### src/hdl/dfs_pkg.sv
`timescale 1ns / 1ps

package dfs_pkg;

    localparam int MAX_RECORD_BYTES = 65536;
    localparam int MAX_FIELDS       = 256;

    localparam int POS_W     = 16;
    localparam int COUNT_W   = 9;
    localparam int BYTE_W    = 8;
    localparam int CFG_IDX_W = 2;

    localparam int POS_CAP_INT   = (MAX_RECORD_BYTES - 1 > 65535) ? 65535
                                                                  : MAX_RECORD_BYTES - 1;
    localparam int FIELD_CAP_INT = (MAX_FIELDS > 511) ? 511 : MAX_FIELDS;

    localparam logic [POS_W-1:0]   POS_CAP   = POS_W'(POS_CAP_INT);
    localparam logic [COUNT_W-1:0] FIELD_CAP = COUNT_W'(FIELD_CAP_INT);

    localparam logic [POS_W-1:0] LEN_MAX = {POS_W{1'b1}};

    localparam logic [BYTE_W-1:0]  DELIM_FIRST_RST  = 8'd44;
    localparam logic [BYTE_W-1:0]  DELIM_SECOND_RST = 8'd10;
    localparam logic [COUNT_W-1:0] MAX_FIELDS_RST   = 9'd256;

    typedef enum logic [CFG_IDX_W-1:0] {
        CFG_PAIR_MODE    = 2'd0,
        CFG_DELIM_FIRST  = 2'd1,
        CFG_DELIM_SECOND = 2'd2,
        CFG_MAX_FIELDS   = 2'd3
    } cfg_index_t;

    // saturating position increment
    function automatic logic [POS_W-1:0] sat_inc(input logic [POS_W-1:0] p);
        logic [POS_W-1:0] r;
        begin
            if (p >= POS_CAP)
            begin
                r = POS_CAP;
            end
            else
            begin
                r = p + 1'b1;
            end
            return r;
        end
    endfunction

    // clamped distance between two positions
    function automatic logic [POS_W-1:0] span(input logic [POS_W-1:0] from_pos,
                                              input logic [POS_W:0]   to_pos);
        logic [POS_W:0]   diff;
        logic [POS_W-1:0] r;
        begin
            diff = to_pos - {1'b0, from_pos};
            if (to_pos <= {1'b0, from_pos})
            begin
                r = '0;
            end
            else if (diff[POS_W])
            begin
                r = LEN_MAX;
            end
            else
            begin
                r = diff[POS_W-1:0];
            end
            return r;
        end
    endfunction

endpackage

### src/hdl/delimited_field_splitter_unit.sv
`timescale 1ns / 1ps

// channel  direction  handshake          payload
// in       input      in_valid/in_stall  data_byte, last_byte
// out      output     out_valid/out_stall field_valid, field_offset, field_length,
//                                        record_end, field_count
// cfg      input      cfg_valid/cfg_ready cfg_index, cfg_data
//
// one word per cycle sustained while the output is not stalled; a word passes an input
// register, then the compare and counter logic writes the result register
// the result register is the only thing that blocks the input side: a word
// moves on whenever the result register is empty or being taken
// rst_n clears the record state, the handshake flags and the registers to
// their default delimiter ',' / newline and a field limit of 256
// cfg_ready is always high

module delimited_field_splitter_unit (
    input  logic                           clk,
    input  logic                           rst_n,

    input  logic                           in_valid,
    output logic                           in_stall,
    input  logic [dfs_pkg::BYTE_W-1:0]     data_byte,
    input  logic                           last_byte,

    output logic                           out_valid,
    input  logic                           out_stall,
    output logic                           field_valid,
    output logic [dfs_pkg::POS_W-1:0]      field_offset,
    output logic [dfs_pkg::POS_W-1:0]      field_length,
    output logic                           record_end,
    output logic [dfs_pkg::COUNT_W-1:0]    field_count,

    input  logic                           cfg_valid,
    output logic                           cfg_ready,
    input  logic [dfs_pkg::CFG_IDX_W-1:0]  cfg_index,
    input  logic [31:0]                    cfg_data
);

    import dfs_pkg::*;

    logic                 pair_mode_reg;
    logic [BYTE_W-1:0]    delim_first_reg;
    logic [BYTE_W-1:0]    delim_second_reg;
    logic [COUNT_W-1:0]   max_fields_reg;

    logic                 in_full_reg;
    logic [BYTE_W-1:0]    in_byte_reg;
    logic                 in_last_reg;

    logic [POS_W-1:0]     byte_pos_reg,    byte_pos_next;
    logic [POS_W-1:0]     field_start_reg, field_start_next;
    logic [COUNT_W-1:0]   fields_done_reg, fields_done_next;
    logic                 pending_reg,     pending_next;

    logic                 out_valid_reg,   out_valid_next;
    logic                 fvalid_reg,      fvalid_next;
    logic [POS_W-1:0]     offset_reg,      offset_next;
    logic [POS_W-1:0]     length_reg,      length_next;
    logic                 rec_end_reg,     rec_end_next;
    logic [COUNT_W-1:0]   count_reg,       count_next;

    logic                 out_free;
    logic                 advance;
    logic                 in_take;
    logic                 closed;
    logic                 under_limit;
    logic [COUNT_W-1:0]   limit;
    logic [POS_W-1:0]     close_end;

    assign cfg_ready = 1'b1;
    assign out_free  = !out_valid_reg || !out_stall;
    assign advance   = in_full_reg && out_free;
    assign in_stall  = in_full_reg && !out_free;
    assign in_take   = in_valid && !in_stall;

    assign out_valid    = out_valid_reg;
    assign field_valid  = fvalid_reg;
    assign field_offset = offset_reg;
    assign field_length = length_reg;
    assign record_end   = rec_end_reg;
    assign field_count  = count_reg;

    // configuration registers
    always_ff @(posedge clk or negedge rst_n)
    begin
        if (!rst_n)
        begin
            pair_mode_reg    <= 1'b0;
            delim_first_reg  <= DELIM_FIRST_RST;
            delim_second_reg <= DELIM_SECOND_RST;
            max_fields_reg   <= MAX_FIELDS_RST;
        end
        else if (cfg_valid && cfg_ready)
        begin
            unique case (cfg_index)
                CFG_PAIR_MODE:    pair_mode_reg    <= cfg_data[0];
                CFG_DELIM_FIRST:  delim_first_reg  <= cfg_data[BYTE_W-1:0];
                CFG_DELIM_SECOND: delim_second_reg <= cfg_data[BYTE_W-1:0];
                CFG_MAX_FIELDS:   max_fields_reg   <= cfg_data[COUNT_W-1:0];
                default:          pair_mode_reg    <= pair_mode_reg;
            endcase
        end
    end

    // input word register
    always_ff @(posedge clk or negedge rst_n)
    begin
        if (!rst_n)
        begin
            in_full_reg <= 1'b0;
        end
        else if (in_take)
        begin
            in_full_reg <= 1'b1;
        end
        else if (advance)
        begin
            in_full_reg <= 1'b0;
        end
    end

    always_ff @(posedge clk)
    begin
        if (in_take)
        begin
            in_byte_reg <= data_byte;
            in_last_reg <= last_byte;
        end
    end

    // field scan
    always_comb
    begin
        limit       = (max_fields_reg < FIELD_CAP) ? max_fields_reg : FIELD_CAP;
        under_limit = fields_done_reg < limit;
        closed      = 1'b0;
        close_end   = byte_pos_reg;
        pending_next = 1'b0;

        if (pair_mode_reg)
        begin
            closed    = pending_reg && (in_byte_reg == delim_second_reg);
            close_end = (byte_pos_reg != '0) ? byte_pos_reg - 1'b1 : '0;
            pending_next = !closed && (in_byte_reg == delim_first_reg) && !in_last_reg;
        end
        else
        begin
            closed    = in_byte_reg == delim_first_reg;
            close_end = byte_pos_reg;
        end

        fvalid_next  = (closed || in_last_reg) && under_limit;
        offset_next  = '0;
        length_next  = '0;
        if (fvalid_next)
        begin
            offset_next = field_start_reg;
            if (closed)
            begin
                length_next = span(field_start_reg, {1'b0, close_end});
            end
            else
            begin
                length_next = span(field_start_reg, {1'b0, byte_pos_reg} + 1'b1);
            end
        end

        count_next     = fields_done_reg + COUNT_W'(fvalid_next);
        rec_end_next   = in_last_reg;
        out_valid_next = in_last_reg || fvalid_next;

        if (in_last_reg)
        begin
            byte_pos_next    = '0;
            field_start_next = '0;
            fields_done_next = '0;
            pending_next     = 1'b0;
        end
        else
        begin
            byte_pos_next    = sat_inc(byte_pos_reg);
            field_start_next = closed ? sat_inc(byte_pos_reg) : field_start_reg;
            fields_done_next = count_next;
        end
    end

    // record state
    always_ff @(posedge clk or negedge rst_n)
    begin
        if (!rst_n)
        begin
            byte_pos_reg    <= '0;
            field_start_reg <= '0;
            fields_done_reg <= '0;
            pending_reg     <= 1'b0;
        end
        else if (advance)
        begin
            byte_pos_reg    <= byte_pos_next;
            field_start_reg <= field_start_next;
            fields_done_reg <= fields_done_next;
            pending_reg     <= pending_next;
        end
    end

    // result register
    always_ff @(posedge clk or negedge rst_n)
    begin
        if (!rst_n)
        begin
            out_valid_reg <= 1'b0;
        end
        else if (out_free)
        begin
            out_valid_reg <= advance && out_valid_next;
        end
    end

    always_ff @(posedge clk)
    begin
        if (advance && out_free)
        begin
            fvalid_reg  <= fvalid_next;
            offset_reg  <= offset_next;
            length_reg  <= length_next;
            rec_end_reg <= rec_end_next;
            count_reg   <= count_next;
        end
    end

endmodule

### config.mk
export PLATFORM = sky130hd
export DESIGN_NAME = delimited_field_splitter_unit
export DESIGN_NICKNAME = d
export VERILOG_FILES = /design/src/hdl/dfs_pkg.sv /design/src/hdl/delimited_field_splitter_unit.sv
export SDC_FILE = /design/constraint.sdc
export NUM_CORES = 1
export LEC_CHECK = 0
export CAP_MARGIN = 5
export CORE_ASPECT_RATIO = 1.25
export CORE_MARGIN = 5
export CORE_UTILIZATION = 48
export DETAILED_ROUTE_END_ITERATION = 8
export DONT_BUFFER_PORTS = 1
export GPL_ROUTABILITY_DRIVEN = 0
export PLACE_DENSITY = 0.75
export RECOVER_POWER = 100
export REMOVE_ABC_BUFFERS = 1
export SLEW_MARGIN = 5
export SYNTH_ARGS = -nofsm -noshare
export SYNTH_HDL_FRONTEND = slang
export SYNTH_SLANG_ARGS = --single-unit
### constraint.sdc
create_clock -name clk -period 7.99 [get_ports clk]
set_input_delay 1.1985 -clock clk [delete_from_list [all_inputs] [get_ports clk]]
set_output_delay 1.1985 -clock clk [all_outputs]
set_load 0.005 [all_outputs]
==> results.yml, run 1 <==
clock_network:
  htreeDepth: 4
  cts_tree: "done"
  holdBufCountCts: 0
  cts.sinks: 122
  clockBufferDepth: 2
  ctsRootBufferMaster: "clkbuf_16"
  cts_setup_buffers: 0
  cts_buffers: 17
  clock_latency_ns: 0.42
  clk_pin_slew_worst_paths_ns: 0.05
  post_cts_resized: 0
synth:
  seq_area_frac_synth: 0.4251
  synth-seq-cells: 122
  ys_types: 69
  synthFlopType: "dfrtp_1"
  async_flop_share: 0.5738
  synth_cells: 781
  synth_warnings: 0
  netlist_area_um2: 7811
  synth_edf_count: 52
  syn_area_per_cell_um2: 10.00
detailed_routing:
  viasPerCell: 5.797
  avgRoutedWirePerCell_um: 17.49
  drc: 0
  vias: 5768
  ant_nets: 0
  routed_wl_mm: 17.41
  firstDrtPassIters: 5
  dr.first_iter.drc_count: 421
finish:
  synthToLayoutAreaGrowth_pct: 8.345
  fin_area_um2: 8463
  final_nets: 861
  fin_cells: 995
  drive_above_1_share: 0.1142
  diodes: 0
sta:
  skew_ns: 0.007629
  slew-limit-headroom: -0.7456
  fin_crit_sh: 0.6686
  finalSetupTns_ns: 0
  drv_slew: 69
  rsz0062_at_grt: "false"
  setup_violations: 0
  fin_ws_ns: 2.648
  worstMarginPinSlew_ns: 2.618
  hold_viol_final: 0
  timing.fmax_mhz: 187.2
  period_minus_slack_ns: 5.342
global_route:
  grtUsageTotal: 0.1918
  grt_max_degree: 71
  overflow: 0
  grt_pass1_vias: 5688
  grt_pass1_wl_mm: 28.75
  antenna_found_initial: 0
critical_path:
  startpoint_type: "flop"
  worst-path-max-fanout: 16
  required_ns: 8.07
  worst-setup-path-type: "flop to flop"
  r2r_slack_ns: 2.65
  crit_arrival_ns: 5.42
  reg2regPathDepth: 13
  worstSetupEndpointType: "flop"
floorplan:
  io_pins: 94
  chipHeight_um: 152.6
  die-area_um2: 18940
  die_w_um: 124.1
  start_util: 0.4861
  core_um2: 16070
  rows: 52
pwr:
  p_switching_mw: 1.103
  powerDensity_nw_per_um2: 339.9
  swShare: 0.3835
  p_leak_nw: 3.614
  p_clk_frac: 0.256
  intPower_mw: 1.773
  combPwrFrac: 0.455
  seqPwrFrac: 0.290
  irDropWorstVdd_mv: 0.1934
outcome:
  violations: "capacitance limit, slew limit"
  status: "complete, but fails checks"
placement:
  hpwlAfterDp_mm: 12.90
  port-buffer-count: 0
  dpl_worst_slack_ns: 3.338
  placedCellCount: 963
  placed_area_um2: 7921
run:
  drv_cap: 2
hold_path:
  holdCritPathClass: "primary input to asynchronous set/reset pin"
[cell usage after synthesis, types with 3 or more instances]
cell type	count	area, µm²
o21a_1	10	75.07
buf_4	5	37.54
mux2i_1	4	40.04
a31oi_1	5	31.28
a21o_1	19	142.6
nor3_1	21	105.1
mux2_2	44	495.5
or3_1	6	37.54
o31ai_1	6	45.04
o21bai_1	6	45.04
a21oi_1	38	190.2
xor2_1	22	192.7
and3_1	7	43.79
inv_1	35	131.4
buf_2	11	55.05
nor4_1	4	25.02
a22o_1	7	61.31
nor3b_1	5	37.54
o21ai_0	34	170.2
clkbuf_1	19	71.32
nand4_1	14	87.58
dfstp_2	6	157.7
o211ai_1	5	37.54
nand3_1	26	130.1
nand2_1	53	198.9
ha_1	45	563.0
nand2b_1	3	18.77
and2_1	20	125.1
o22ai_1	20	125.1
a211oi_1	10	75.07
edfxtp_1	52	1562
nor2b_1	8	50.05
xnor2_1	46	402.9
dfrtp_1	64	1602
o31a_1	3	26.28
nor2_1	57	214.0
[metal layers]
layer	GRT usage	vias up	share of wire	wire, µm
met2	0.3245	186	0.51	8840
li1	-	2802	-	-
met3	0.04456	25	0.051	886
met4	0.06994	0	0.023	402
met5	0	-	0	0
met1	0.2363	2755	0.42	7276
[layout make-up]
class | instances | area, µm²
multi-input cells | 585 | 4140
repair buffers | 4 | 15.01
fillers | 1451 | 7607
clock buffers | 21 | 503.0
flip-flops and latches | 122 | 3321
inverters | 36 | 135.1
well taps | 216 | 270.3
clock inverters | 11 | 78.83
[layout by cell type, fill, tap and decap left out, drive strengths merged, types with 3 or more instances in the layout]
cell type	Yosys	layout
and3	8	8
or2	3	3
nand2b	3	3
clkinv	1	6
a21o	19	19
nor4	5	5
a21oi	39	39
edfxtp	52	52
or3	6	6
xor2	22	22
nand2	53	53
a22o	7	7
a211oi	10	10
clkbuf	19	25
nor2b	8	8
a31oi	5	5
dfstp	6	6
o31a	3	3
nand3	27	27
o21a	10	10
inv	35	39
nor2	58	58
and2	20	20
mux2	44	44
xnor2	46	46
nor3	21	21
mux2i	4	4
o31ai	7	7
o22ai	20	20
dfrtp	64	64
o21ai	35	35
o21bai	6	6
ha	45	45
nor3b	5	5
nand4	14	14
o211ai	5	5
[path summary, 6_finish.rpt]
path | startpoint | to
setup / recovery | byte_pos_reg[8]$_DFFE_PN0P_ | field_length[11]$_SDFFCE_PN0P_
hold / removal | rst_n | in_full_reg$_DFFE_PN0P_
setup reg to reg | byte_pos_reg[8]$_DFFE_PN0P_ | field_length[11]$_SDFFCE_PN0P_
hold reg to reg | field_start_reg[8]$_DFFE_PN0P_ | field_start_reg[8]$_DFFE_PN0P_
max in group asynchronous | rst_n | delim_first_reg[2]$_DFFE_PN1P_
min in group clk | field_start_reg[8]$_DFFE_PN0P_ | field_start_reg[8]$_DFFE_PN0P_
[critical path, cell delays in order (launching register included)]
cell	delay [ns]
dfrtp_1	0.49
nor2_1	0.23
nand2_1	0.10
nor3_1	0.31
and4bb_1	0.36
and2_0	0.50
nor2_1	0.14
ha_1	0.37
a21oi_1	0.34
a211oi_1	0.20
o21bai_1	0.26
a21oi_1	0.10
o31ai_1	1.40
o22ai_1	0.19
[metrics by stage]
stage               hold WS, ns  utilization  total power [mW]
floorplan                0.4484            -             1.861
global placement         0.4684       0.4929             2.111
detailed placement       0.4940       0.4929             2.135
CTS                      0.4537       0.5291             2.880
global route             0.4548       0.5266             3.075
finish                   0.4747       0.5266             2.876
[cells by family after synthesis]
group	count (synthesis)	synth area share
multiplexers	48	0.06856
XOR/XNOR	68	0.07625
AND/OR/NAND/NOR	241	0.1595
AO/OA/AOI/OAI	180	0.1512
adder cells (fa/ha/maj)	47	0.07721
other	1	0.0004801
flip-flops	122	0.4251
buffers and inverters	74	0.04165
[power groups by stage]
stage	sequential, mW	combinational [mW]	clock (mW)
finish	0.833	1.31	0.736
global route	0.847	1.45	0.781
CTS	0.835	1.29	0.750
detailed placement	0.847	1.29	0
global placement	0.843	1.27	0
floorplan	0.826	1.03	0
Note: power is estimated with default switching activity, not from simulation.
==> run 2, diff against run 1 <==
ABC_AREA = 1   (was default)
clock period = 5.24 ns   (was 7.99 ns; I/O delays follow)
==> run 2 against run 1 <==
The flow still finishes with violations (capacitance limit, slew limit). Combinational power grew 120%. Via count up 25%. Synthesized cell count up 45%. Global-route usage rose by 1.9 points. Non-clock buffer count is 2 lower. Sequential share of layout area fell by 2.7 points. Critical path depth increased by 8. Design area grew 7.3%. Routed wire length increased by 18%. Die area up 6.2%. Critical endpoint is now field_length[12]$_SDFFCE_PN0P_. Highest routed layer unchanged.
==> results.yml, run 2 <==
outcome:
  status: "complete, but fails checks"
  violations: "capacitance limit, slew limit"
sta:
  timing.fmax_mhz: 229.1
  setup_violations: 0
  fin_crit_sh: 0.8332
  hold_viol_final: 0
  slew-limit-headroom: -0.01852
  rsz0062_at_grt: "false"
  finalSetupTns_ns: 0
  worstMarginPinSlew_ns: 1.528
  period_minus_slack_ns: 4.366
  fin_ws_ns: 0.8742
  skew_ns: 0.01219
  drv_slew: 64
floorplan:
  core_um2: 17300
  rows: 54
  io_pins: 94
  die_w_um: 127.9
  chipHeight_um: 157.3
  start_util: 0.4818
  die-area_um2: 20110
finish:
  layout_commonest_cell: "nand2_1"
  fin_util: 0.5250
  final_nets: 1224
  diodes: 0
  synthToLayoutAreaGrowth_pct: 8.948
  layout_common_cells: "nand2_1, inv_1, nor2_1"
  fillers: 1672
  drive_above_1_share: 0.05342
detailed_routing:
  viasPerCell: 5.291
  firstDrtPassIters: 6
  wl_met2_mm: 10.31
  wl_met1_mm: 8.495
  vias: 7227
  avgRoutedWirePerCell_um: 15.09
  dr.first_iter.drc_count: 441
  met3_length_um: 819
  drc: 0
  routed_wl_mm: 20.61
  top_layer: "met4"
  ant_nets: 0
pwr:
  p_leak_nw: 4.649
  powerDensity_nw_per_um2: 592.9
  power_mw: 5.383
  irDropWorstVdd_mv: 0.2341
synth:
  ys_types: 50
  seq_area_frac_synth: 0.3984
  synth_edf_count: 52
  synth_area_leaders: "dfrtp_1, edfxtp_1, nand2_1, inv_1, ha_1"
  yosysTopAreaCell: "dfrtp_1"
  synth_warnings: 0
  syn_area_per_cell_um2: 7.375
  async_flop_share: 0.5738
  synth.top_cell.area_share: 0.1922
  synth-seq-cells: 122
  netlist_area_um2: 8334
  synth_cells: 1130
  yosysMostFrequentCell: "nand2_1"
  synthFlopType: "dfrtp_1"
  synth_common_cells: "nand2_1, inv_1, nor2_1"
clock_network:
  holdBufCountCts: 0
  clockBufferDepth: 2
  cts_setup_buffers: 0
  cts.sinks: 122
  cts_tree: "done"
  clock_latency_ns: 0.42
  ctsRootBufferMaster: "clkbuf_16"
  post_cts_resized: 0
  cts_buffers: 17
  htreeDepth: 4
  clk_pin_slew_worst_paths_ns: 0.06
critical_path:
  worstPathCellList: "inv_1, ha_1, nand2_1, nor2_1, inv_1, nor2_1, inv_1, nor2_1, nand2_1, o21ai_0, a21oi_1, ha_1, nand2_1, nor2_1, nand2_1, nor3_1, nand2_1, nand2_1, nand3_1, nand2_1, a21oi_1"
  crit_start: "byte_pos_reg[0]$_DFFE_PN0P_"
  required_ns: 5.34
  r2r_slack_ns: 0.87
  reg2reg_from: "byte_pos_reg[0]$_DFFE_PN0P_"
  worstSetupEndpointType: "flop"
  worst-path-max-fanout: 16
  crit_arrival_ns: 4.47
  crit_path_frequent_cell: "nand2_1"
  startpoint_type: "flop"
  critPathSlowestCell: "dfrtp_1"
  reg2regPathDepth: 21
  endpoint: "field_length[12]$_SDFFCE_PN0P_"
  max_stage_delay_ns: 0.50
  worst-setup-path-type: "flop to flop"
  r2r_end: "field_length[12]$_SDFFCE_PN0P_"
placement:
  port-buffer-count: 0
  dpl_worst_slack_ns: 1.101
  hpwlAfterDp_mm: 15.48
global_route:
  overflow: 0
  antenna_found_initial: 0
  grt_max_degree: 71
  grtUsageTotal: 0.2111
  grt_pass1_vias: 7009
  grt_pass1_wl_mm: 33.59
run:
  drv_cap: 2
hold_path:
  holdCritPathClass: "primary input to asynchronous set/reset pin"
## run 2: report_power, final
group          switching, mW  total [mW]  internal (mW)
Sequential             0.108        1.35           1.24
Clock                  0.468        1.21          0.738
Combinational           1.87        2.83          0.958
## run 2: how the worst min path moves through the flow
stage                                  startpoint                               to  depth (start not counted)  slack [ns]
floorplan           max_fields_reg[1]$_DFFE_PN0P_    max_fields_reg[1]$_DFFE_PN0P_                          2        0.45
detailed placement  max_fields_reg[3]$_DFFE_PN0P_    max_fields_reg[3]$_DFFE_PN0P_                          2        0.47
CTS                                         rst_n  field_start_reg[11]$_DFFE_PN0P_                          0        0.04
global route                                rst_n  field_start_reg[12]$_DFFE_PN0P_                          0        0.04
finish                                      rst_n  field_start_reg[11]$_DFFE_PN0P_                          0        0.05
global placement    max_fields_reg[3]$_DFFE_PN0P_    max_fields_reg[3]$_DFFE_PN0P_                          2        0.47
## run 2: metal layers
| layer | vias to the layer above | global-route usage |
|---|---|---|
| li1 | 3619 | - |
| met1 | 3315 | 0.2443 |
| met2 | 226 | 0.3717 |
| met3 | 67 | 0.03259 |
| met4 | 0 | 0.1173 |
| met5 | - | 0 |
## run 2: cell type report
class	instances	area (µm²)	share of cell area
flip-flops and latches	122	3321	0.3657
repair buffers	2	7.507	0.0008268
clock inverters	14	156.4	0.01722
clock buffers	18	450.4	0.04961
multi-input cells	800	4167	0.4589
inverters	186	698.2	0.07689
well taps	224	280.3	0.03087
## run 2: cell families after synthesis
logic type | after synthesis | synth area share
XOR/XNOR | 39 | 0.04099
flip-flops | 122 | 0.3984
adder cells (fa/ha/maj) | 47 | 0.07236
buffers and inverters | 208 | 0.09863
AO/OA/AOI/OAI | 157 | 0.1042
other | 1 | 0.0004500
AND/OR/NAND/NOR | 556 | 0.2849
## run 2: critical path, delay by kind of cell, from the launching register on
family                     cells  cell delay, ns
and+or+nand+nor               13            2.27
adders and majority gates      2            0.58
buffers and inverters          3            0.39
DFF                            1            0.50
AOI/OAI and AO/OA              3            0.31
## run 2: per-stage QoR
stage	cells	cell area, µm²	hold slack [ns]
floorplan	1108	8210	0.4534
CTS	1366	9112	0.03813
global route	1366	9080	0.04104
detailed placement	1334	8506	0.4733
global placement	1334	8506	0.4681
finish	1366	9080	0.05451
